### src/design/dgus_pkg.sv
package dgus_pkg;

  localparam int ZONES_PER_SIDE = 8;
  localparam int SAMPLE_BITS    = 12;
  localparam int GRID           = 2 * ZONES_PER_SIDE - 1;
  localparam int ZONE_AW        = $clog2(ZONES_PER_SIDE);
  localparam int COL_W          = $clog2(GRID + 1);
  localparam int ROW_W          = $clog2(GRID + 1);
  localparam int SUM3_W         = SAMPLE_BITS + 2;
  localparam int RECIP3_W       = 16;
  localparam int RECIP3_SH      = 17;
  localparam logic [RECIP3_W-1:0] RECIP3 = 16'd43691;  // ceil(2^17 / 3)
  localparam logic [7:0] SHADE_MAX = 8'd255;
  localparam logic [7:0] TINT_NUM  = 8'd165;

  typedef logic [SAMPLE_BITS-1:0] dist_t;
  typedef logic [ZONE_AW-1:0]     zaddr_t;

  typedef struct packed {
    logic   we;
    logic   re;
    logic   bank;   // bank that holds the current row
    zaddr_t waddr;
    zaddr_t raddr;
  } store_ctl_t;

  typedef struct packed {
    dist_t prev;
    dist_t cur;
  } zone_pair_t;

  typedef struct packed {
    logic [7:0] red;
    logic [7:0] green;
    logic [7:0] blue;
  } rgb_t;

endpackage

### src/design/dgus_row_store.sv
module dgus_row_store
  import dgus_pkg::*;
(
  input  logic       clk,
  input  store_ctl_t ctl,
  input  dist_t      wdata,
  output zone_pair_t rd
);

  dist_t mem0_r [ZONES_PER_SIDE];
  dist_t mem1_r [ZONES_PER_SIDE];
  dist_t rd0_r;
  dist_t rd1_r;

  // ping-pong banks: the current row is written into one, the other holds the previous row
  always_ff @(posedge clk) begin
    if (ctl.we && !ctl.bank) begin
      mem0_r[ctl.waddr] <= wdata;
    end
    if (ctl.we && ctl.bank) begin
      mem1_r[ctl.waddr] <= wdata;
    end
    if (ctl.re) begin
      rd0_r <= mem0_r[ctl.raddr];
      rd1_r <= mem1_r[ctl.raddr];
    end
  end

  assign rd.cur  = ctl.bank ? rd1_r : rd0_r;
  assign rd.prev = ctl.bank ? rd0_r : rd1_r;

endmodule

### src/design/dgus_shade.sv
module dgus_shade
  import dgus_pkg::*;
(
  input  dist_t distance,
  input  logic  tint,
  output rgb_t  rgb
);

  logic [7:0]  clip;
  logic [7:0]  shade;
  logic [15:0] scaled;
  logic [16:0] div255;

  assign clip   = (distance >= SAMPLE_BITS'(SHADE_MAX)) ? SHADE_MAX : distance[7:0];
  assign shade  = SHADE_MAX - clip;
  assign scaled = 16'(shade) * 16'(TINT_NUM);
  // exact x/255 for x < 255*256
  assign div255 = 17'(scaled) + 17'(scaled[15:8]) + 17'd1;

  always_comb begin
    rgb.red = shade;
    if (tint) begin
      rgb.green = div255[15:8];
      rgb.blue  = 8'd0;
    end else begin
      rgb.green = shade;
      rgb.blue  = shade;
    end
  end

endmodule

### src/design/depth_grid_upsample_shade_top.sv
// Depth grid upsampler with shading.
// Input channel: one word per zone row (in_zone_0..7, 12-bit mm), rows 0..7 of a
// frame in order; in_valid / in_stall. Output channel: one word per pixel of the
// 15x15 grid (row, mirrored column, distance, RGB shade, last_of_run);
// out_valid / out_stall. cfg_tint_mode is written through cfg_valid / cfg_ready
// (always ready) and picks gray or orange tint; change it only while idle.
// Sequence: an accepted row is first copied into a ping-pong row memory, one zone
// per cycle. Row 0 emits nothing and ends there. Rows 1..6 then emit
// 30 pixels, row 7 emits 45, one per cycle from the memory read loop unless
// out_stall holds it; each pixel passes the read stage, then the output register.
// in_stall is high from acceptance until the last pixel has left the read
// stage; the final pixel may still sit in the output register when the next
// row is taken.
// out_stall holds the output register and the read stage freezes behind it.
// Reset (rst_n low, synchronous) clears the row counter, tint mode and all
// valid flags; the row memory is not cleared.
module depth_grid_upsample_shade_top
  import dgus_pkg::*;
(
  input  logic             clk,
  input  logic             rst_n,
  input  logic             in_valid,
  output logic             in_stall,
  input  dist_t            in_zone_0,
  input  dist_t            in_zone_1,
  input  dist_t            in_zone_2,
  input  dist_t            in_zone_3,
  input  dist_t            in_zone_4,
  input  dist_t            in_zone_5,
  input  dist_t            in_zone_6,
  input  dist_t            in_zone_7,
  output logic             out_valid,
  input  logic             out_stall,
  output logic [ROW_W-1:0] out_pix_row,
  output logic [COL_W-1:0] out_pix_col,
  output dist_t            out_pix_distance,
  output logic [7:0]       out_red,
  output logic [7:0]       out_green,
  output logic [7:0]       out_blue,
  output logic             out_last_of_run,
  input  logic             cfg_valid,
  output logic             cfg_ready,
  input  logic             cfg_tint_mode
);

  localparam logic [1:0] ST_IDLE = 2'd0;
  localparam logic [1:0] ST_LOAD = 2'd1;
  localparam logic [1:0] ST_EMIT = 2'd2;

  // phase code doubles as the row offset above 2r-2
  localparam logic [1:0] PH_EVEN_PREV = 2'd0;
  localparam logic [1:0] PH_ODD       = 2'd1;
  localparam logic [1:0] PH_EVEN_CUR  = 2'd2;

  localparam zaddr_t LAST_ROW = ZONE_AW'(ZONES_PER_SIDE - 1);
  localparam logic [COL_W-1:0] LAST_COL = COL_W'(GRID - 1);

  logic [1:0]       state_r;
  zaddr_t           row_r;
  zaddr_t           row_nxt;
  logic             bank_r;
  logic             tint_r;
  zaddr_t           ld_cnt_r;
  dist_t            sh_r [ZONES_PER_SIDE];

  logic [COL_W-1:0] iss_c_r;
  logic [1:0]       iss_ph_r;
  logic             iss_more_r;
  logic [COL_W:0]   iss_half;

  logic             s1_v_r;
  logic [COL_W-1:0] s1_c_r;
  logic [1:0]       s1_ph_r;
  dist_t            left_r;
  dist_t            p_held_r;
  dist_t            c_held_r;

  logic             out_v_r;
  logic [ROW_W-1:0] out_row_r;
  logic [COL_W-1:0] out_col_r;
  dist_t            out_dist_r;
  logic             out_last_r;

  logic             in_acc;
  logic             out_free;
  logic             s1_take;
  logic             issue;
  logic             emit_done;

  store_ctl_t       st_ctl;
  zone_pair_t       st_rd;
  rgb_t             rgb;

  dist_t               e_p;
  dist_t               e_c;
  dist_t               avg_pc;
  logic [SUM3_W-1:0]   sum3;
  logic [SUM3_W+RECIP3_W-1:0] prod3;
  dist_t               q3;
  dist_t               d;
  logic [ROW_W-1:0]    s1_row;
  logic                s1_last;

  assign in_stall  = (state_r != ST_IDLE);
  assign in_acc    = in_valid && !in_stall;
  assign cfg_ready = 1'b1;

  assign out_free  = !out_v_r || !out_stall;
  assign s1_take   = s1_v_r && out_free;
  assign issue     = (state_r == ST_EMIT) && iss_more_r && (!s1_v_r || s1_take);
  assign emit_done = (state_r == ST_EMIT) && !iss_more_r && !s1_v_r;
  assign row_nxt   = (row_r == LAST_ROW) ? '0 : row_r + 1'b1;

  // newest zone a column needs: N-1 - (c+1)/2
  assign iss_half  = ((COL_W+1)'(iss_c_r) + 1'b1) >> 1;

  always_comb begin
    st_ctl.we    = (state_r == ST_LOAD);
    st_ctl.re    = issue;
    st_ctl.bank  = bank_r;
    st_ctl.waddr = ld_cnt_r;
    st_ctl.raddr = LAST_ROW - iss_half[ZONE_AW-1:0];
  end

  dgus_row_store u_store (
    .clk   (clk),
    .ctl   (st_ctl),
    .wdata (sh_r[0]),
    .rd    (st_rd)
  );

  // pixel value from the read stage; on odd columns held = zone k, new = zone k-1
  assign e_p    = dist_t'(((SAMPLE_BITS+1)'(p_held_r) + (SAMPLE_BITS+1)'(st_rd.prev)) >> 1);
  assign e_c    = dist_t'(((SAMPLE_BITS+1)'(c_held_r) + (SAMPLE_BITS+1)'(st_rd.cur)) >> 1);
  assign avg_pc = dist_t'(((SAMPLE_BITS+1)'(st_rd.prev) + (SAMPLE_BITS+1)'(st_rd.cur)) >> 1);
  assign sum3   = SUM3_W'(e_p) + SUM3_W'(left_r) + SUM3_W'(c_held_r);
  assign prod3  = (SUM3_W+RECIP3_W)'(sum3) * (SUM3_W+RECIP3_W)'(RECIP3);
  assign q3     = prod3[RECIP3_SH +: SAMPLE_BITS];

  always_comb begin
    unique case (s1_ph_r)
      PH_EVEN_PREV: d = s1_c_r[0] ? e_p : st_rd.prev;
      PH_ODD:       d = s1_c_r[0] ? q3  : avg_pc;
      PH_EVEN_CUR:  d = s1_c_r[0] ? e_c : st_rd.cur;
      default:      d = st_rd.prev;
    endcase
  end

  assign s1_row  = ROW_W'({row_r, 1'b0}) + ROW_W'(s1_ph_r) - ROW_W'(2);
  assign s1_last = (s1_c_r == LAST_COL) &&
                   (((s1_ph_r == PH_ODD) && (row_r != LAST_ROW)) ||
                    (s1_ph_r == PH_EVEN_CUR));

  always_ff @(posedge clk) begin
    if (!rst_n) begin
      state_r    <= ST_IDLE;
      row_r      <= '0;
      bank_r     <= 1'b0;
      tint_r     <= 1'b0;
      ld_cnt_r   <= '0;
      iss_c_r    <= '0;
      iss_ph_r   <= PH_EVEN_PREV;
      iss_more_r <= 1'b0;
      s1_v_r     <= 1'b0;
      out_v_r    <= 1'b0;
    end else begin
      if (cfg_valid && cfg_ready) begin
        tint_r <= cfg_tint_mode;
      end

      unique case (state_r)
        ST_IDLE: begin
          if (in_acc) begin
            state_r  <= ST_LOAD;
            ld_cnt_r <= '0;
          end
        end
        ST_LOAD: begin
          ld_cnt_r <= ld_cnt_r + 1'b1;
          if (ld_cnt_r == LAST_ROW) begin
            if (row_r == '0) begin
              state_r <= ST_IDLE;
              row_r   <= row_nxt;
              bank_r  <= !bank_r;
            end else begin
              state_r    <= ST_EMIT;
              iss_c_r    <= '0;
              iss_ph_r   <= PH_EVEN_PREV;
              iss_more_r <= 1'b1;
            end
          end
        end
        ST_EMIT: begin
          if (emit_done) begin
            state_r <= ST_IDLE;
            row_r   <= row_nxt;
            bank_r  <= !bank_r;
          end
        end
        default: state_r <= ST_IDLE;
      endcase

      if (issue) begin
        s1_v_r <= 1'b1;
        if (iss_c_r == LAST_COL) begin
          iss_c_r <= '0;
          case (iss_ph_r)
            PH_EVEN_PREV: iss_ph_r <= PH_ODD;
            PH_ODD: begin
              if (row_r == LAST_ROW) begin
                iss_ph_r <= PH_EVEN_CUR;
              end else begin
                iss_more_r <= 1'b0;
              end
            end
            default: iss_more_r <= 1'b0;
          endcase
        end else begin
          iss_c_r <= iss_c_r + 1'b1;
        end
      end else if (s1_take) begin
        s1_v_r <= 1'b0;
      end

      if (s1_take) begin
        out_v_r <= 1'b1;
      end else if (out_v_r && !out_stall) begin
        out_v_r <= 1'b0;
      end
    end
  end

  // payload registers
  always_ff @(posedge clk) begin
    if (in_acc) begin
      sh_r[0] <= in_zone_0;
      sh_r[1] <= in_zone_1;
      sh_r[2] <= in_zone_2;
      sh_r[3] <= in_zone_3;
      sh_r[4] <= in_zone_4;
      sh_r[5] <= in_zone_5;
      sh_r[6] <= in_zone_6;
      sh_r[7] <= in_zone_7;
    end else if (state_r == ST_LOAD) begin
      for (int i = 0; i < ZONES_PER_SIDE - 1; i++) begin
        sh_r[i] <= sh_r[i+1];
      end
    end

    if (issue) begin
      s1_c_r  <= iss_c_r;
      s1_ph_r <= iss_ph_r;
    end

    if (s1_take) begin
      p_held_r   <= st_rd.prev;
      c_held_r   <= st_rd.cur;
      out_row_r  <= s1_row;
      out_col_r  <= s1_c_r;
      out_dist_r <= d;
      out_last_r <= s1_last;
      if (s1_ph_r == PH_ODD) begin
        left_r <= d;
      end
    end
  end

  dgus_shade u_shade (
    .distance (out_dist_r),
    .tint     (tint_r),
    .rgb      (rgb)
  );

  assign out_valid        = out_v_r;
  assign out_pix_row      = out_row_r;
  assign out_pix_col      = out_col_r;
  assign out_pix_distance = out_dist_r;
  assign out_red          = rgb.red;
  assign out_green        = rgb.green;
  assign out_blue         = rgb.blue;
  assign out_last_of_run  = out_last_r;

  a_idle_clean: assert property (@(posedge clk) disable iff (!rst_n)
    (state_r == ST_IDLE) |-> (!s1_v_r && !iss_more_r))
    else $error("read stage busy while idle");

  a_last_col: assert property (@(posedge clk) disable iff (!rst_n)
    (out_valid && out_last_of_run) |-> (out_pix_col == LAST_COL))
    else $error("end of run flagged before the last column");

  a_mem_port: assert property (@(posedge clk) disable iff (!rst_n)
    !(st_ctl.we && st_ctl.re))
    else $error("row store read and written in the same cycle");

  a_load_len: assert property (@(posedge clk) disable iff (!rst_n)
    ((state_r == ST_LOAD) && (ld_cnt_r != LAST_ROW)) |=> (state_r == ST_LOAD))
    else $error("row copy cut short");

endmodule
### config.mk
export PLATFORM = sky130hd
export DESIGN_NAME = depth_grid_upsample_shade_top
export DESIGN_NICKNAME = d
export VERILOG_FILES = /design/src/design/dgus_pkg.sv /design/src/design/dgus_row_store.sv /design/src/design/dgus_shade.sv /design/src/design/depth_grid_upsample_shade_top.sv
export SDC_FILE = /design/constraint.sdc
export NUM_CORES = 1
export LEC_CHECK = 0
export ABC_AREA = 1
export ABC_CLOCK_PERIOD_IN_PS = 9800
export BUFFER_PORTS_ARGS = -buffer_cell sky130_fd_sc_hd__buf_4
export CAP_MARGIN = 40
export CORE_MARGIN = 5
export CORE_UTILIZATION = 55
export DETAILED_ROUTE_END_ITERATION = 7
export MAX_ROUTING_LAYER = met4
export PLACE_DENSITY = 0.74
export RECOVER_POWER = 25
export SLEW_MARGIN = 5
export SYNTH_ARGS = -nofsm -noshare
export SYNTH_HDL_FRONTEND = slang
export SYNTH_HIERARCHICAL = 1
export SYNTH_SLANG_ARGS = --single-unit
### constraint.sdc
create_clock -name clk -period 9.8 [get_ports clk]
set_input_delay 2.45 -clock clk [delete_from_list [all_inputs] [get_ports clk]]
set_output_delay 2.45 -clock clk [all_outputs]
set_load 0.1 [all_outputs]
Yosys cells after proc, flatten, opt, wreduce, memory -nomap -nowiden
Memory sizes are Yosys's and may differ from the RTL's. A register that Yosys moved wholly into a read port is not among the register bits.
Cells that the tools add are included.

storage, ports and cells
  register bits = 82
  bits in latches = 0
  memory bits (writable) = 288
  ROM bits = 0
  bits of input ports = 102
  output and inout port bits = 48
  word-level logic and storage cells = 161
  memories = 3

cells by class
  $add $sub $neg = 15
  multiply operators = 2
  divide/modulo/power cells = 0
  order comparisons = 1
  equality and inequality tests = 15
  shifts and indexed selects = 0
  muxes and demuxes = 63
  bitwise gates (word level) = 7
  reduce and logical (&&, ||, !) cells = 36

memories
  name            depth  bits a word  read ports  clocked after Yosys merged registers in  wr ports  RTL line                             text
  sh_r            8      12           8           0                                        8         depth_grid_upsample_shade_top.sv:64  dist_t sh_r [ZONES_PER_SIDE];
  u_store.mem0_r  8      12           1           1                                        1         dgus_row_store.sv:10                 dist_t mem0_r [ZONES_PER_SIDE];
  u_store.mem1_r  8      12           1           1                                        1         dgus_row_store.sv:11                 dist_t mem1_r [ZONES_PER_SIDE];

operators with widths
  cell                      count
  $mux W12                  12
  $add A12 B12 Y13          4
  $pmux W12 S3              1
  $mul A14 B16 Y29 const B  1
  $mux W1                   22
  $mux W2                   10
  $mux W4                   5
  $add A16 B1 Y16 const B   1
  $add A16 B8 Y16           1
  $mul A8 B8 Y16 const B    1
  $mux W16                  1
  $mux W3                   5
  $add A13 B12 Y14          1
  $reduce_bool A2 Y1        7
  $ge A12 B8 Y1 const B     1
  $pmux W3 S2               2
  $logic_and A1 B1 Y1       11
  $ne A2 B2 Y1 const B      5
  $add A4 B1 Y4 const B     2
  $eq A4 B4 Y1 const B      2
  $mux W8                   1
  $sub A8 B8 Y8 const A     1
  $or A1 B1 Y1              7
  $add A3 B1 Y3 const B     2
  17 further kinds          33

Logic depth before layout (Yosys ltp)
Gate-level depths: netlist of the first run.

  word-level depth = 8
  depth in mapped cells = 51
  depth with buffers taken out = 49

Cells and area by module
The synthesis of the first run kept the hierarchy.

by module, submodules not included
  module                         instances  cells an instance  area an instance (um^2)  sequential area each (um^2)
  depth_grid_upsample_shade_top  1          1690               14038.5                  5154.9
  dgus_row_store                 1          950                9480.3                   6486.2
  dgus_shade                     1          344                2059.5                   0.0

Worst setup path before layout of the first run
No wires, ideal clock.

  kind = register to output
  from = register out_dist_r[9], in the netlist out_pix_distance[9]
  to = output port out_green[1]
  data arrival time = 7.201 ns
  required time = 7.350 ns
  setup slack = 0.149 ns
  cell stages (with the launch flop) = 29
  buffers on the path = 0
  cells stage by stage = edfxtp_1 -> nor2_1 -> and2_1 -> nand2_4 -> nor2_1 -> inv_1 -> fa_1 -> inv_1 -> ha_1 -> ha_1 -> ha_1 -> a21oi_2 -> nand2_1 -> nand2_2 -> nand3_2 -> nand2_1 -> nand2_1 -> a21oi_1 -> xor2_1 -> inv_1 -> ha_1 -> inv_1 -> nor2_1 -> inv_1 -> nor2_2 -> nand2_2 -> nand3_1 -> nand3_1 -> o21ai_1

on the way
  cells in the longest elaborated chain, start to end = 7

ends and longest elaborated chain
  what                    RTL line                              text
  from (decl)             depth_grid_upsample_shade_top.sv:81   dist_t out_dist_r;
  from (signal assigned)  depth_grid_upsample_shade_top.sv:260  out_dist_r <= d;
  $ge A12 B8 Y1           dgus_shade.sv:14                      assign clip = (distance >= SAMPLE_BITS'(SHADE_MAX)) ? SHADE_MAX : distance[7:0];
  $mux W8                 dgus_shade.sv:14
  $sub A8 B8 Y8           dgus_shade.sv:15                      assign shade = SHADE_MAX - clip;
  named net out_red[6]    depth_grid_upsample_shade_top.sv:37   output logic [7:0] out_red,
  $mul A8 B8 Y16          dgus_shade.sv:16                      assign scaled = 16'(shade) * 16'(TINT_NUM);
  $add A16 B8 Y16         dgus_shade.sv:18                      assign div255 = 17'(scaled) + 17'(scaled[15:8]) + 17'd1;
  $add A16 B1 Y16         dgus_shade.sv:18
  $mux W16                dgus_shade.sv:22                      if (tint) begin
  to (decl)               depth_grid_upsample_shade_top.sv:38   output logic [7:0] out_green,

The timed path passes the listed nets, and every way through them passes these cells.

==> report_table.html, run 1 <==
<table>
<tr><th>Metric</th><th>Value</th></tr>
<tr><th colspan="2">Setup path</th></tr>
<tr><td>Top cell by count, worst path</td><td>nand2_1</td></tr>
<tr><td>Category of cells accounting for the largest share of critical-path delay</td><td>adder cells</td></tr>
<tr><td>Arrival time reported for the critical path endpoint</td><td>roughly 9.4 ns</td></tr>
<tr><td>Startpoint type of the worst setup path</td><td>flop</td></tr>
<tr><td>First element of the critical path</td><td>bank_r</td></tr>
<tr><td>Cell type of the slowest stage on the worst timing path</td><td>fa_1</td></tr>
<tr><td>Worst flop-to-flop path startpoint</td><td>bank_r</td></tr>
<tr><td>Worst Path Required</td><td>around 10 ns</td></tr>
<tr><td>Type of element capturing the critical path</td><td>flop</td></tr>
<tr><td>Number of buffer and inverter stages on the critical path</td><td>7</td></tr>
<tr><td>Largest incremental delay on the critical path</td><td>0.58 ns</td></tr>
<tr><td>Class of the most critical setup path</td><td>flop to flop</td></tr>
<tr><td>Critical path peak fanout</td><td>11</td></tr>
<tr><th colspan="2">Placed design</th></tr>
<tr><td>Detailed placer's ending HPWL</td><td>~51000 µm</td></tr>
<tr><td>Placer Congestion</td><td>about 1</td></tr>
<tr><td>Total instance count after detailed placement</td><td>roughly 3700</td></tr>
<tr><td>Number of port buffers</td><td>148</td></tr>
<tr><th colspan="2">Yosys</th></tr>
<tr><td>Number of synthesized register bits</td><td>approximately 400</td></tr>
<tr><td>Main area contributors after synthesis</td><td>edfxtp_1 44%, nand2_1 15%, ha_1 9.4%, inv_1 7.9%, fa_1 6.0%</td></tr>
<tr><td>Sequential element share of the synthesized area</td><td>0.455</td></tr>
<tr><td>Post-Synthesis Cell Area</td><td>25600 µm²</td></tr>
<tr><td>Yosys top cell area share</td><td>0.440</td></tr>
<tr><td>EDFF count, synth</td><td>roughly 380</td></tr>
<tr><td>Count of distinct cell types in the synthesized netlist</td><td>between 50 and 60</td></tr>
<tr><td>Cell count after synthesis</td><td>around 3000</td></tr>
<tr><td>Post-Syn Nets</td><td>~3400</td></tr>
<tr><td>Post-Syn Area per Cell</td><td>between 8 and 9 µm²</td></tr>
<tr><td>YS warnings</td><td>6</td></tr>
<tr><td>Cell taking the most area after synthesis</td><td>edfxtp_1</td></tr>
<tr><td>Dominant synthesized flop cell</td><td>edfxtp_1</td></tr>
<tr><td>Proportion of synthesized flip-flops having asynchronous set or reset</td><td>0</td></tr>
<tr><th colspan="2">STA</th></tr>
<tr><td>Transition at the pin with the smallest max-transition slack</td><td>1.02 ns</td></tr>
<tr><td>Max_slew headroom</td><td>0.312</td></tr>
<tr><td>Worst setup skew after layout</td><td>~0.020 ns</td></tr>
<tr><td>Setup repair after global routing missed its margin</td><td>false</td></tr>
<tr><td>Final cycle utilization of the critical path</td><td>0.930</td></tr>
<tr><td>Time the final worst path needs with I/O delays and setup</td><td>around 9.1 ns</td></tr>
<tr><td>Sum of negative setup slack</td><td>0 ns</td></tr>
<tr><td>Number of hold-slack violations in the final timing report</td><td>0</td></tr>
<tr><td>Fmax achieved</td><td>0.110 GHz</td></tr>
<tr><td>Final Max Tran Viols</td><td>0</td></tr>
<tr><td>Number of failing setup endpoints in the final timing report</td><td>0</td></tr>
<tr><th colspan="2">Layout</th></tr>
<tr><td>Share of layout cells above drive strength 1</td><td>0.110</td></tr>
<tr><td>Share of the core filled with cells</td><td>0.625</td></tr>
<tr><td>Layout Cells excl Fill</td><td>3796</td></tr>
<tr><td>Net total in the final layout</td><td>3529</td></tr>
<tr><td>Synth-to-layout area growth</td><td>13.0%</td></tr>
<tr><td>Antenna cell count</td><td>0</td></tr>
<tr><th colspan="2">Floorplanning</th></tr>
<tr><td>Die Y-Extent</td><td>about 230 µm</td></tr>
<tr><td>Top-level port count</td><td>150</td></tr>
<tr><td>Die W</td><td>226 µm</td></tr>
<tr><td>Area of the die</td><td>between 50000 and 60000 µm²</td></tr>
<tr><td>Core ar.</td><td>46300 µm²</td></tr>
<tr><td>Initial cell density of the core</td><td>0.553</td></tr>
<tr><td>Number of rows created at floorplan</td><td>79</td></tr>
<tr><th colspan="2">Route</th></tr>
<tr><td>Number of detailed-routing iterations run before antenna repair</td><td>5</td></tr>
<tr><td>Top sig layer</td><td>met4</td></tr>
<tr><td>Via count of the routed design</td><td>19835</td></tr>
<tr><td>Final Routed Wirelength</td><td>around 66000 µm</td></tr>
<tr><td>Routed wl met3</td><td>around 3300 µm</td></tr>
<tr><td>Via density</td><td>approximately 5.2</td></tr>
<tr><td>Number of DRC markers in iteration 0</td><td>~1400</td></tr>
<tr><td>Residual antenna-violating net count after detailed routing</td><td>0</td></tr>
<tr><td>Remaining routing DRC violations</td><td>0</td></tr>
<tr><td>Average wire length per cell after detail routing</td><td>~17 µm</td></tr>
<tr><td>Routed length on met1</td><td>between 20000 and 30000 µm</td></tr>
<tr><td>Met2 routed wirelength</td><td>33500 µm</td></tr>
<tr><th colspan="2">Clocking</th></tr>
<tr><td>Number of sinks driven by the clock tree</td><td>~400</td></tr>
<tr><td>CTS Buf Count</td><td>41</td></tr>
<tr><td>Maximum clock insertion buffer count</td><td>3</td></tr>
<tr><td>TritonCTS clock tree</td><td>done</td></tr>
<tr><td>Root Buffer Master</td><td>clkbuf_16</td></tr>
<tr><td>H-Tree Level Count</td><td>2</td></tr>
<tr><td>Quantity of hold-fixing buffers added after cts</td><td>0</td></tr>
<tr><td>CTS clk-pin slew, worst paths</td><td>roughly 0.060 ns</td></tr>
<tr><td>Clock latency on the worst-skew pair</td><td>around 0.54 ns</td></tr>
<tr><th colspan="2">Global route</th></tr>
<tr><td>Maximum number of pins on one net before global-route repair</td><td>84</td></tr>
<tr><td>Antenna violations before repair</td><td>0</td></tr>
<tr><td>GRT Residual Overflow</td><td>0</td></tr>
<tr><td>Vias in the first global route</td><td>19560</td></tr>
<tr><td>Overall track demand over capacity in global routing</td><td>0.265</td></tr>
<tr><td>First-pass GRT wire length</td><td>roughly 100000 µm</td></tr>
<tr><th colspan="2">Hold path</th></tr>
<tr><td>Worst Hold Class</td><td>flop to flop</td></tr>
<tr><td>Min-delay src</td><td>iss_more_r</td></tr>
<tr><th colspan="2">Flow run</th></tr>
<tr><td>Maximum Capacitance Violations</td><td>0</td></tr>
<tr><th colspan="2">Status</th></tr>
<tr><td>Outcome</td><td>complete, no violations</td></tr>
</table>
## final timing paths
| check | slack, ns | to | depth (start not counted) |
|---|---|---|---|
| worst max-delay path | 0.69 | left_r[4] | 40 |
| worst min-delay path | 0.48 | iss_more_r | 2 |
| worst max register to register | 0.69 | left_r[4] | 40 |
| worst min register to register | 0.48 | iss_more_r | 2 |
## sequential cells by signal, indices dropped and copies added, names as in the netlist, 2 cells and up
register          flops
iss_ph_r              2
state_r               2
left_r               12
u_store/mem1_r       96
out_pix_col           4
s1_c_r                4
u_store/rd0_r        12
out_pix_distance     12
p_held_r             12
s1_ph_r               2
c_held_r             12
iss_c_r               4
u_store/rd1_r        12
out_pix_row           4
sh_r                 96
ld_cnt_r              3
u_store/mem0_r       96
row_r                 3
## through the flow
step / hold WS [ns] / cell area, µm² / setup slack, ns
floorplan: 0.421 / 25600 / 0.149
global placement: 0.454 / 27400 / 0.775
detailed placement: 0.463 / 27600 / 0.743
finish: 0.476 / 28900 / 0.689
CTS: 0.472 / 28900 / 0.684
global route: 0.498 / 28900 / 0.0862
## cell usage after synthesis, types with 3 or more instances
cell,count
and2_1,6
nand4_1,32
nor2_4,5
nor2_2,11
buf_4,3
a21o_1,3
nor3_1,6
nand3_1,206
o21ai_0,59
buf_2,31
dfxtp_1,19
nand2_1,992
buf_6,7
a21oi_2,3
fa_1,77
o211ai_1,6
xnor2_1,15
a21oi_1,79
edfxtp_1,375
a31oi_1,6
o21ai_1,19
buf_1,7
or2_0,3
nand3b_1,7
inv_2,21
inv_1,535
xor2_1,22
o21bai_1,7
nand3_2,9
clkbuf_1,20
nor2_1,149
nand2_2,22
ha_1,192
o21a_1,3
## worst reg2reg max path, delay by kind of cell, from the launching register on
kind | cells | cell delay, ns
buf+inv | 7 | 0.55
flops | 1 | 0.33
compound gates | 6 | 1.49
simple gates | 16 | 1.73
fa+ha+maj | 10 | 4.46
xor+xnor | 1 | 0.30
## cell usage in the layout, fill, tap and decap left out, drive strengths merged
cell type / instances
or2: 5
nor3: 8
bufinv: 3
clkinv: 16
xnor2: 15
inv: 561
and3: 2
edfxtp: 375
a22oi: 2
a31o: 1
a21oi: 82
conb: 1
fa: 77
o21ai: 80
dfxtp: 19
buf: 201
o21a: 3
and2: 7
a21boi: 1
nor4b: 1
or3: 1
a21o: 3
nor4: 1
o211ai: 6
o21bai: 7
ha: 192
clkinvlp: 1
nand2: 1016
nand3: 215
nand3b: 8
clkbuf: 52
nand4: 33
nor2: 165
a211oi: 1
xor2: 22
a31oi: 6
## cell type report
type,count,area [µm²]
fill,3904,17400
multi-input combinational,1961,11500
clock buffer,52,1090
timing repair buffer,201,1610
sequential,394,11600
inverter,559,2100
clock inverter,22,205
tap,607,759
## routing by layer
layer | vias up | global-route usage
met5 | - | -
met4 | 0 | 0.0691
met3 | 103 | 0.0246
met2 | 551 | 0.455
met1 | 9352 | 0.343
li1 | 9829 | -
## logic make-up after synthesis
family	Yosys count	synth area share
compound gates	192	0.0413
fa+ha+maj	269	0.154
flops	394	0.455
buf+inv	629	0.0969
xor+xnor	37	0.0127
simple gates	1462	0.240
other cells	1	0.000147
## timing repair
action                     in CTS  in global routing
hold endpoints to repair        0                  0
gates resized for setup         0                  2
setup endpoints to repair       0                 10
buffers inserted                0                  0
Power of run 1 is not shown: default switching activity piles up to over one toggle a cycle in this logic, so the estimate is an artifact.
==> run 2: changes to the inputs <==
Settings changed: CTS_CLUSTER_DIAMETER from default to 80, RECOVER_POWER 25 to 50.
==> report_table.html, run 2 (same netlist as run 1, synthesis figures left out) <==
<table>
<tr><th>Metric</th><th>Value</th></tr>
<tr><th colspan="2">Layout</th></tr>
<tr><td>Layout Cells excl Fill</td><td>3796 (unchanged)</td></tr>
<tr><td>Share of layout cells above drive strength 1</td><td>0.0978 (-0.0122)</td></tr>
<tr><td>Net total in the final layout</td><td>3529 (unchanged)</td></tr>
<tr><td>Total of fill cells in the finished design</td><td>3960 (+1.4%)</td></tr>
<tr><td>Registers with the highest flip-flop counts</td><td>sh_r: 96 flops, u_store/mem0_r: 96 flops, u_store/mem1_r: 96 flops</td></tr>
<tr><td>Commonest non-fill, non-tap cells in the layout</td><td>991 x nand2_1, 535 x inv_1, 375 x edfxtp_1</td></tr>
<tr><td>Commonest non-fill, non-tap cell in the layout</td><td>nand2_1</td></tr>
<tr><td>Synth-to-layout area growth</td><td>12.3%</td></tr>
<tr><td>Antenna cell count</td><td>0 (unchanged)</td></tr>
<tr><th colspan="2">Placed design</th></tr>
<tr><td>Total instance count after detailed placement</td><td>3722 (unchanged)</td></tr>
<tr><td>Worst slack after detailed placement</td><td>0.743 ns (unchanged)</td></tr>
<tr><td>Number of port buffers</td><td>148 (unchanged)</td></tr>
<tr><td>Detailed placer's ending HPWL</td><td>50700 µm (unchanged)</td></tr>
<tr><td>Placer Congestion</td><td>1.00 (unchanged)</td></tr>
<tr><th colspan="2">Clocking</th></tr>
<tr><td>CTS Buf Count</td><td>41 (unchanged)</td></tr>
<tr><td>TritonCTS clock tree</td><td>done</td></tr>
<tr><td>Number of sinks driven by the clock tree</td><td>394 (unchanged)</td></tr>
<tr><td>CTS clk-pin slew, worst paths</td><td>0.06 ns (about the same)</td></tr>
<tr><td>Clock latency on the worst-skew pair</td><td>0.54 ns (about the same)</td></tr>
<tr><td>Post-CTS repair timing setup buffer count</td><td>0 (unchanged)</td></tr>
<tr><td>Maximum clock insertion buffer count</td><td>3 (unchanged)</td></tr>
<tr><td>Root Buffer Master</td><td>clkbuf_16</td></tr>
<tr><td>H-Tree Level Count</td><td>2 (unchanged)</td></tr>
<tr><th colspan="2">Setup path</th></tr>
<tr><td>Startpoint type of the worst setup path</td><td>flop</td></tr>
<tr><td>Largest incremental delay on the critical path</td><td>0.58 ns (about the same)</td></tr>
<tr><td>Top cell by count, worst path</td><td>nand2_1</td></tr>
<tr><td>Worst flop-to-flop path startpoint</td><td>bank_r</td></tr>
<tr><td>Type of element capturing the critical path</td><td>flop</td></tr>
<tr><td>Worst Path Required</td><td>10.08 ns (about the same)</td></tr>
<tr><td>Critical path peak fanout</td><td>11 (unchanged)</td></tr>
<tr><td>First element of the critical path</td><td>bank_r</td></tr>
<tr><td>Arrival time reported for the critical path endpoint</td><td>9.36 ns (-0.03 ns)</td></tr>
<tr><td>Class of the most critical setup path</td><td>flop to flop</td></tr>
<tr><td>Cell type of the slowest stage on the worst timing path</td><td>fa_1</td></tr>
<tr><th colspan="2">STA</th></tr>
<tr><td>Number of failing setup endpoints in the final timing report</td><td>0 (unchanged)</td></tr>
<tr><td>Final cycle utilization of the critical path</td><td>0.926 (-0.00348)</td></tr>
<tr><td>Setup repair after global routing missed its margin</td><td>false</td></tr>
<tr><td>Number of hold-slack violations in the final timing report</td><td>0 (unchanged)</td></tr>
<tr><td>Setup WS post-layout</td><td>0.723 ns (+0.0341 ns)</td></tr>
<tr><td>Max_slew headroom</td><td>-1.17 (-1.48)</td></tr>
<tr><td>Fmax achieved</td><td>0.110 GHz (+0.37%)</td></tr>
<tr><td>Transition at the pin with the smallest max-transition slack</td><td>3.26 ns (+2.24 ns)</td></tr>
<tr><td>Time the final worst path needs with I/O delays and setup</td><td>9.08 ns (-0.0341 ns)</td></tr>
<tr><td>Final Max Tran Viols</td><td>215 (+215)</td></tr>
<tr><td>Sum of negative setup slack</td><td>0 ns (unchanged)</td></tr>
<tr><td>Worst setup skew after layout</td><td>0.0202 ns (+0.000288 ns)</td></tr>
<tr><th colspan="2">Floorplanning</th></tr>
<tr><td>Core ar.</td><td>46300 µm² (unchanged)</td></tr>
<tr><td>Die Y-Extent</td><td>226 µm (unchanged)</td></tr>
<tr><td>Initial cell density of the core</td><td>0.553 (unchanged)</td></tr>
<tr><td>Area of the die</td><td>50900 µm² (unchanged)</td></tr>
<tr><td>Top-level port count</td><td>150 (unchanged)</td></tr>
<tr><td>Die W</td><td>226 µm (unchanged)</td></tr>
<tr><td>Number of rows created at floorplan</td><td>79 (unchanged)</td></tr>
<tr><th colspan="2">Status</th></tr>
<tr><td>Outcome</td><td>complete, but fails checks</td></tr>
<tr><td>Violated checks</td><td>max-capacitance violations, max-slew violations</td></tr>
<tr><th colspan="2">Global route</th></tr>
<tr><td>Antenna violations before repair</td><td>0 (unchanged)</td></tr>
<tr><td>Overall track demand over capacity in global routing</td><td>0.265 (unchanged)</td></tr>
<tr><td>Maximum number of pins on one net before global-route repair</td><td>84 (unchanged)</td></tr>
<tr><td>GRT Residual Overflow</td><td>0 (unchanged)</td></tr>
<tr><td>Vias in the first global route</td><td>19560 (unchanged)</td></tr>
<tr><td>First-pass GRT wire length</td><td>104000 µm (unchanged)</td></tr>
<tr><th colspan="2">Route</th></tr>
<tr><td>Number of detailed-routing iterations run before antenna repair</td><td>5 (unchanged)</td></tr>
<tr><td>Remaining routing DRC violations</td><td>0 (unchanged)</td></tr>
<tr><td>Residual antenna-violating net count after detailed routing</td><td>0 (unchanged)</td></tr>
<tr><td>Number of DRC markers in iteration 0</td><td>1473 (+2.1%)</td></tr>
<tr><td>Via density</td><td>5.22 (-0.11%)</td></tr>
<tr><td>Average wire length per cell after detail routing</td><td>17.5 µm (about the same)</td></tr>
<tr><td>Final Routed Wirelength</td><td>66400 µm (about the same)</td></tr>
<tr><td>Via count of the routed design</td><td>19814 (-0.11%)</td></tr>
<tr><th colspan="2">Flow run</th></tr>
<tr><td>Maximum Capacitance Violations</td><td>3 (+3)</td></tr>
<tr><th colspan="2">Hold path</th></tr>
<tr><td>Worst Hold Class</td><td>flop to flop</td></tr>
<tr><td>Min-delay src</td><td>iss_more_r</td></tr>
</table>
[run 2: cell types whose count changed in the layout (fill, tap and decap cells not counted), sizes merged]
cell,delta
buf,-110
inv,-1
clkinv,+1
clkbuf,+110
[run 2: layer usage]
| metal | GRT usage | up-vias | part of all wire |
|---|---|---|---|
| li1 | - | 9833 | - |
| met1 | 0.343 | 9333 | 0.42 |
| met2 | 0.455 | 545 | 0.50 |
| met3 | 0.0246 | 103 | 0.050 |
| met4 | 0.0691 | 0 | 0.026 |
| met5 | - | - | 0 |
[run 2: cell type report]
cell class                 instances  area [µm²]  area share
multi-input combinational       1961       11500       0.400
clock buffer                      52        1090      0.0379
tap                              607         759      0.0264
sequential                       394       11600       0.405
timing repair buffer             201        1450      0.0503
inverter                         559        2100      0.0732
clock inverter                    22         205     0.00714
[run 2: path summary, 6_finish.rpt]
path           endpoint  slack [ns]  cells past startpoint
max           left_r[4]        0.72                     40
min          iss_more_r        0.48                      2
max reg2reg   left_r[4]        0.72                     40
min reg2reg  iss_more_r        0.48                      2
[run 2: worst max-delay path: cells and delay by family, from the launching register on]
family	cells	cell delay (ns)
adder cells (fa/ha/maj)	10	4.44
flip-flops	1	0.33
buffers and inverters	7	0.55
AO/OA/AOI/OAI	6	1.46
AND/OR/NAND/NOR	16	1.73
XOR/XNOR	1	0.30
[run 2: metrics by stage]
stage	area [µm²]	utilization	hold WS, ns
2_1_floorplan	25600	-	0.421
3_3_place_gp	27400	0.593	0.454
3_5_place_dp	27600	0.596	0.463
4_1_cts	28900	0.624	0.472
5_1_grt	28700	0.621	0.500
6_report	28700	0.621	0.478
[run 2: timing repair]
| item | 4_1_cts | 5_1_grt |
|---|---|---|
| endpoints found under the setup margin | 0 | 10 |
| hold buffers | 0 | 0 |
| resized for setup | 0 | 2 |
Power of run 2 is left out for the same reason.
==> run 3: changes to the inputs <==
Settings changed: REMOVE_ABC_BUFFERS from default to 1.
==> report_table.html, run 3 (same netlist as run 1, synthesis figures left out) <==
<table>
<tr><th>Metric</th><th>Value</th></tr>
<tr><th colspan="2">Clocking</th></tr>
<tr><td>Post-CTS repair timing setup buffer count</td><td>0 (unchanged)</td></tr>
<tr><td>Number of sinks driven by the clock tree</td><td>394 (unchanged)</td></tr>
<tr><td>Root Buffer Master</td><td>clkbuf_16</td></tr>
<tr><td>Maximum clock insertion buffer count</td><td>3 (unchanged)</td></tr>
<tr><td>TritonCTS clock tree</td><td>done</td></tr>
<tr><td>Clock latency on the worst-skew pair</td><td>0.57 ns (+0.03 ns)</td></tr>
<tr><td>H-Tree Level Count</td><td>2 (unchanged)</td></tr>
<tr><td>CTS Buf Count</td><td>43 (+4.9%)</td></tr>
<tr><td>Quantity of hold-fixing buffers added after cts</td><td>0 (unchanged)</td></tr>
<tr><td>CTS clk-pin slew, worst paths</td><td>0.06 ns (about the same)</td></tr>
<tr><th colspan="2">STA</th></tr>
<tr><td>Number of failing setup endpoints in the final timing report</td><td>0 (unchanged)</td></tr>
<tr><td>Max_slew headroom</td><td>-1.18 (-0.0122)</td></tr>
<tr><td>Fmax achieved</td><td>0.109 GHz (-1.1%)</td></tr>
<tr><td>Final Max Tran Viols</td><td>109 (-49%)</td></tr>
<tr><td>Time the final worst path needs with I/O delays and setup</td><td>9.18 ns (+0.102 ns)</td></tr>
<tr><td>Transition at the pin with the smallest max-transition slack</td><td>3.28 ns (+0.0183 ns)</td></tr>
<tr><td>Worst setup skew after layout</td><td>0.0179 ns (-0.00229 ns)</td></tr>
<tr><td>Final cycle utilization of the critical path</td><td>0.937 (+0.0105)</td></tr>
<tr><td>Setup repair after global routing missed its margin</td><td>false</td></tr>
<tr><td>Number of hold-slack violations in the final timing report</td><td>0 (unchanged)</td></tr>
<tr><td>Sum of negative setup slack</td><td>0 ns (unchanged)</td></tr>
<tr><th colspan="2">Floorplanning</th></tr>
<tr><td>Area of the die</td><td>50900 µm² (unchanged)</td></tr>
<tr><td>Core ar.</td><td>46300 µm² (unchanged)</td></tr>
<tr><td>Die W</td><td>226 µm (unchanged)</td></tr>
<tr><td>Top-level port count</td><td>150 (unchanged)</td></tr>
<tr><td>Number of rows created at floorplan</td><td>79 (unchanged)</td></tr>
<tr><td>Die Y-Extent</td><td>226 µm (unchanged)</td></tr>
<tr><td>Initial cell density of the core</td><td>0.553 (unchanged)</td></tr>
<tr><th colspan="2">Route</th></tr>
<tr><td>Residual antenna-violating net count after detailed routing</td><td>0 (unchanged)</td></tr>
<tr><td>Via density</td><td>5.26 (+0.69%)</td></tr>
<tr><td>Via count of the routed design</td><td>19950 (+0.69%)</td></tr>
<tr><td>Number of DRC markers in iteration 0</td><td>1772 (+20%)</td></tr>
<tr><td>Average wire length per cell after detail routing</td><td>16.8 µm (-4.0%)</td></tr>
<tr><td>Number of detailed-routing iterations run before antenna repair</td><td>5 (unchanged)</td></tr>
<tr><td>Remaining routing DRC violations</td><td>0 (unchanged)</td></tr>
<tr><td>Final Routed Wirelength</td><td>63700 µm (-4.0%)</td></tr>
<tr><th colspan="2">Status</th></tr>
<tr><td>Outcome</td><td>complete, but fails checks</td></tr>
<tr><td>Violated checks</td><td>max-capacitance violations, max-slew violations</td></tr>
<tr><th colspan="2">Layout</th></tr>
<tr><td>Commonest non-fill, non-tap cells in the layout</td><td>992 x nand2_1, 535 x inv_1, 375 x edfxtp_1</td></tr>
<tr><td>Synth-to-layout area growth</td><td>12.6%</td></tr>
<tr><td>Total of fill cells in the finished design</td><td>3859 (-2.6%)</td></tr>
<tr><td>Antenna cell count</td><td>0 (unchanged)</td></tr>
<tr><td>Net total in the final layout</td><td>3525 (-0.11%)</td></tr>
<tr><td>Registers with the highest flip-flop counts</td><td>sh_r: 96 flops, u_store/mem0_r: 96 flops, u_store/mem1_r: 96 flops</td></tr>
<tr><td>Commonest non-fill, non-tap cell in the layout</td><td>nand2_1</td></tr>
<tr><td>Share of layout cells above drive strength 1</td><td>0.100 (+0.00220)</td></tr>
<tr><th colspan="2">Global route</th></tr>
<tr><td>Antenna violations before repair</td><td>0 (unchanged)</td></tr>
<tr><td>First-pass GRT wire length</td><td>103000 µm (-1.1%)</td></tr>
<tr><td>Overall track demand over capacity in global routing</td><td>0.258 (-0.00701)</td></tr>
<tr><td>Maximum number of pins on one net before global-route repair</td><td>85 (+1.2%)</td></tr>
<tr><td>GRT Residual Overflow</td><td>0 (unchanged)</td></tr>
<tr><td>Vias in the first global route</td><td>19933 (+1.9%)</td></tr>
<tr><th colspan="2">Placed design</th></tr>
<tr><td>Placer Congestion</td><td>0.975 (-2.9%)</td></tr>
<tr><td>Detailed placer's ending HPWL</td><td>47800 µm (-5.7%)</td></tr>
<tr><td>Number of port buffers</td><td>148 (unchanged)</td></tr>
<tr><th colspan="2">Setup path</th></tr>
<tr><td>Worst Path Required</td><td>10.11 ns (+0.03 ns)</td></tr>
<tr><td>First element of the critical path</td><td>bank_r</td></tr>
<tr><td>Class of the most critical setup path</td><td>flop to flop</td></tr>
<tr><td>Type of element capturing the critical path</td><td>flop</td></tr>
<tr><td>Arrival time reported for the critical path endpoint</td><td>9.49 ns (+0.13 ns)</td></tr>
<tr><td>Critical path peak fanout</td><td>14 (+3)</td></tr>
<tr><td>Startpoint type of the worst setup path</td><td>flop</td></tr>
<tr><td>Worst flop-to-flop path startpoint</td><td>bank_r</td></tr>
<tr><td>Cell type of the slowest stage on the worst timing path</td><td>fa_1</td></tr>
<tr><td>Top cell by count, worst path</td><td>nand2_1</td></tr>
<tr><td>Largest incremental delay on the critical path</td><td>0.57 ns (about the same)</td></tr>
<tr><th colspan="2">Hold path</th></tr>
<tr><td>Worst Hold Class</td><td>flop to flop</td></tr>
<tr><td>Min-delay src</td><td>s1_c_r[1]</td></tr>
<tr><th colspan="2">Flow run</th></tr>
<tr><td>Maximum Capacitance Violations</td><td>2 (-1)</td></tr>
</table>
[run 3: cell type report]
| cell class | instances | area [µm²] | area share |
|---|---|---|---|
| timing repair buffer | 195 | 1410 | 0.0490 |
| multi-input combinational | 1961 | 11500 | 0.399 |
| tap | 607 | 759 | 0.0264 |
| inverter | 559 | 2100 | 0.0730 |
| clock inverter | 32 | 285 | 0.00991 |
| sequential | 394 | 11600 | 0.404 |
| clock buffer | 48 | 1120 | 0.0388 |
[run 3: critical path: cells and delay by family, from the launching register on]
kind | cells | cell delay [ns]
DFF | 1 | 0.31
and+or+nand+nor | 16 | 1.74
buffers and inverters | 8 | 1.05
AOI/OAI and AO/OA | 6 | 1.10
xor gates and xnor gates | 1 | 0.36
adders and majority gates | 10 | 4.37
[run 3: worst paths after layout]
path,endpoint,slack [ns],cells after the start
worst max-delay path,left_r[4],0.62,41
worst min-delay path,out_pix_col[1],0.47,0
worst max register to register,left_r[4],0.62,41
worst min register to register,out_pix_col[1],0.47,0
[run 3: repair_timing]
item | 4_1_cts | 5_1_grt
setup endpoints to repair | 0 | 17
endpoints found under the hold margin | 0 | 0
gates resized for setup | 0 | 2
[run 3: per-layer routing]
metal / track usage / wire (µm) / up-vias
met5: - / 0 / -
met4: 0.0654 / 1740 / 0
met3: 0.0304 / 3440 / 113
met2: 0.445 / 31800 / 593
met1: 0.328 / 26800 / 9399
li1: - / - / 9845
[run 3: per-stage QoR]
step / cell area (µm²) / hold slack, ns / worst slack [ns] / utilization / std cells
floorplan: 25200 / 0.427 / 0.128 / - / 2914
global placement: 27400 / 0.448 / 0.790 / 0.593 / 3712
detailed placement: 27500 / 0.459 / 0.651 / 0.594 / 3715
CTS: 28900 / 0.472 / 0.594 / 0.625 / 3795
global route: 28800 / 0.486 / 0.0147 / 0.622 / 3796
finish: 28800 / 0.470 / 0.620 / 0.622 / 3796
Power of run 3 is left out for the same reason.
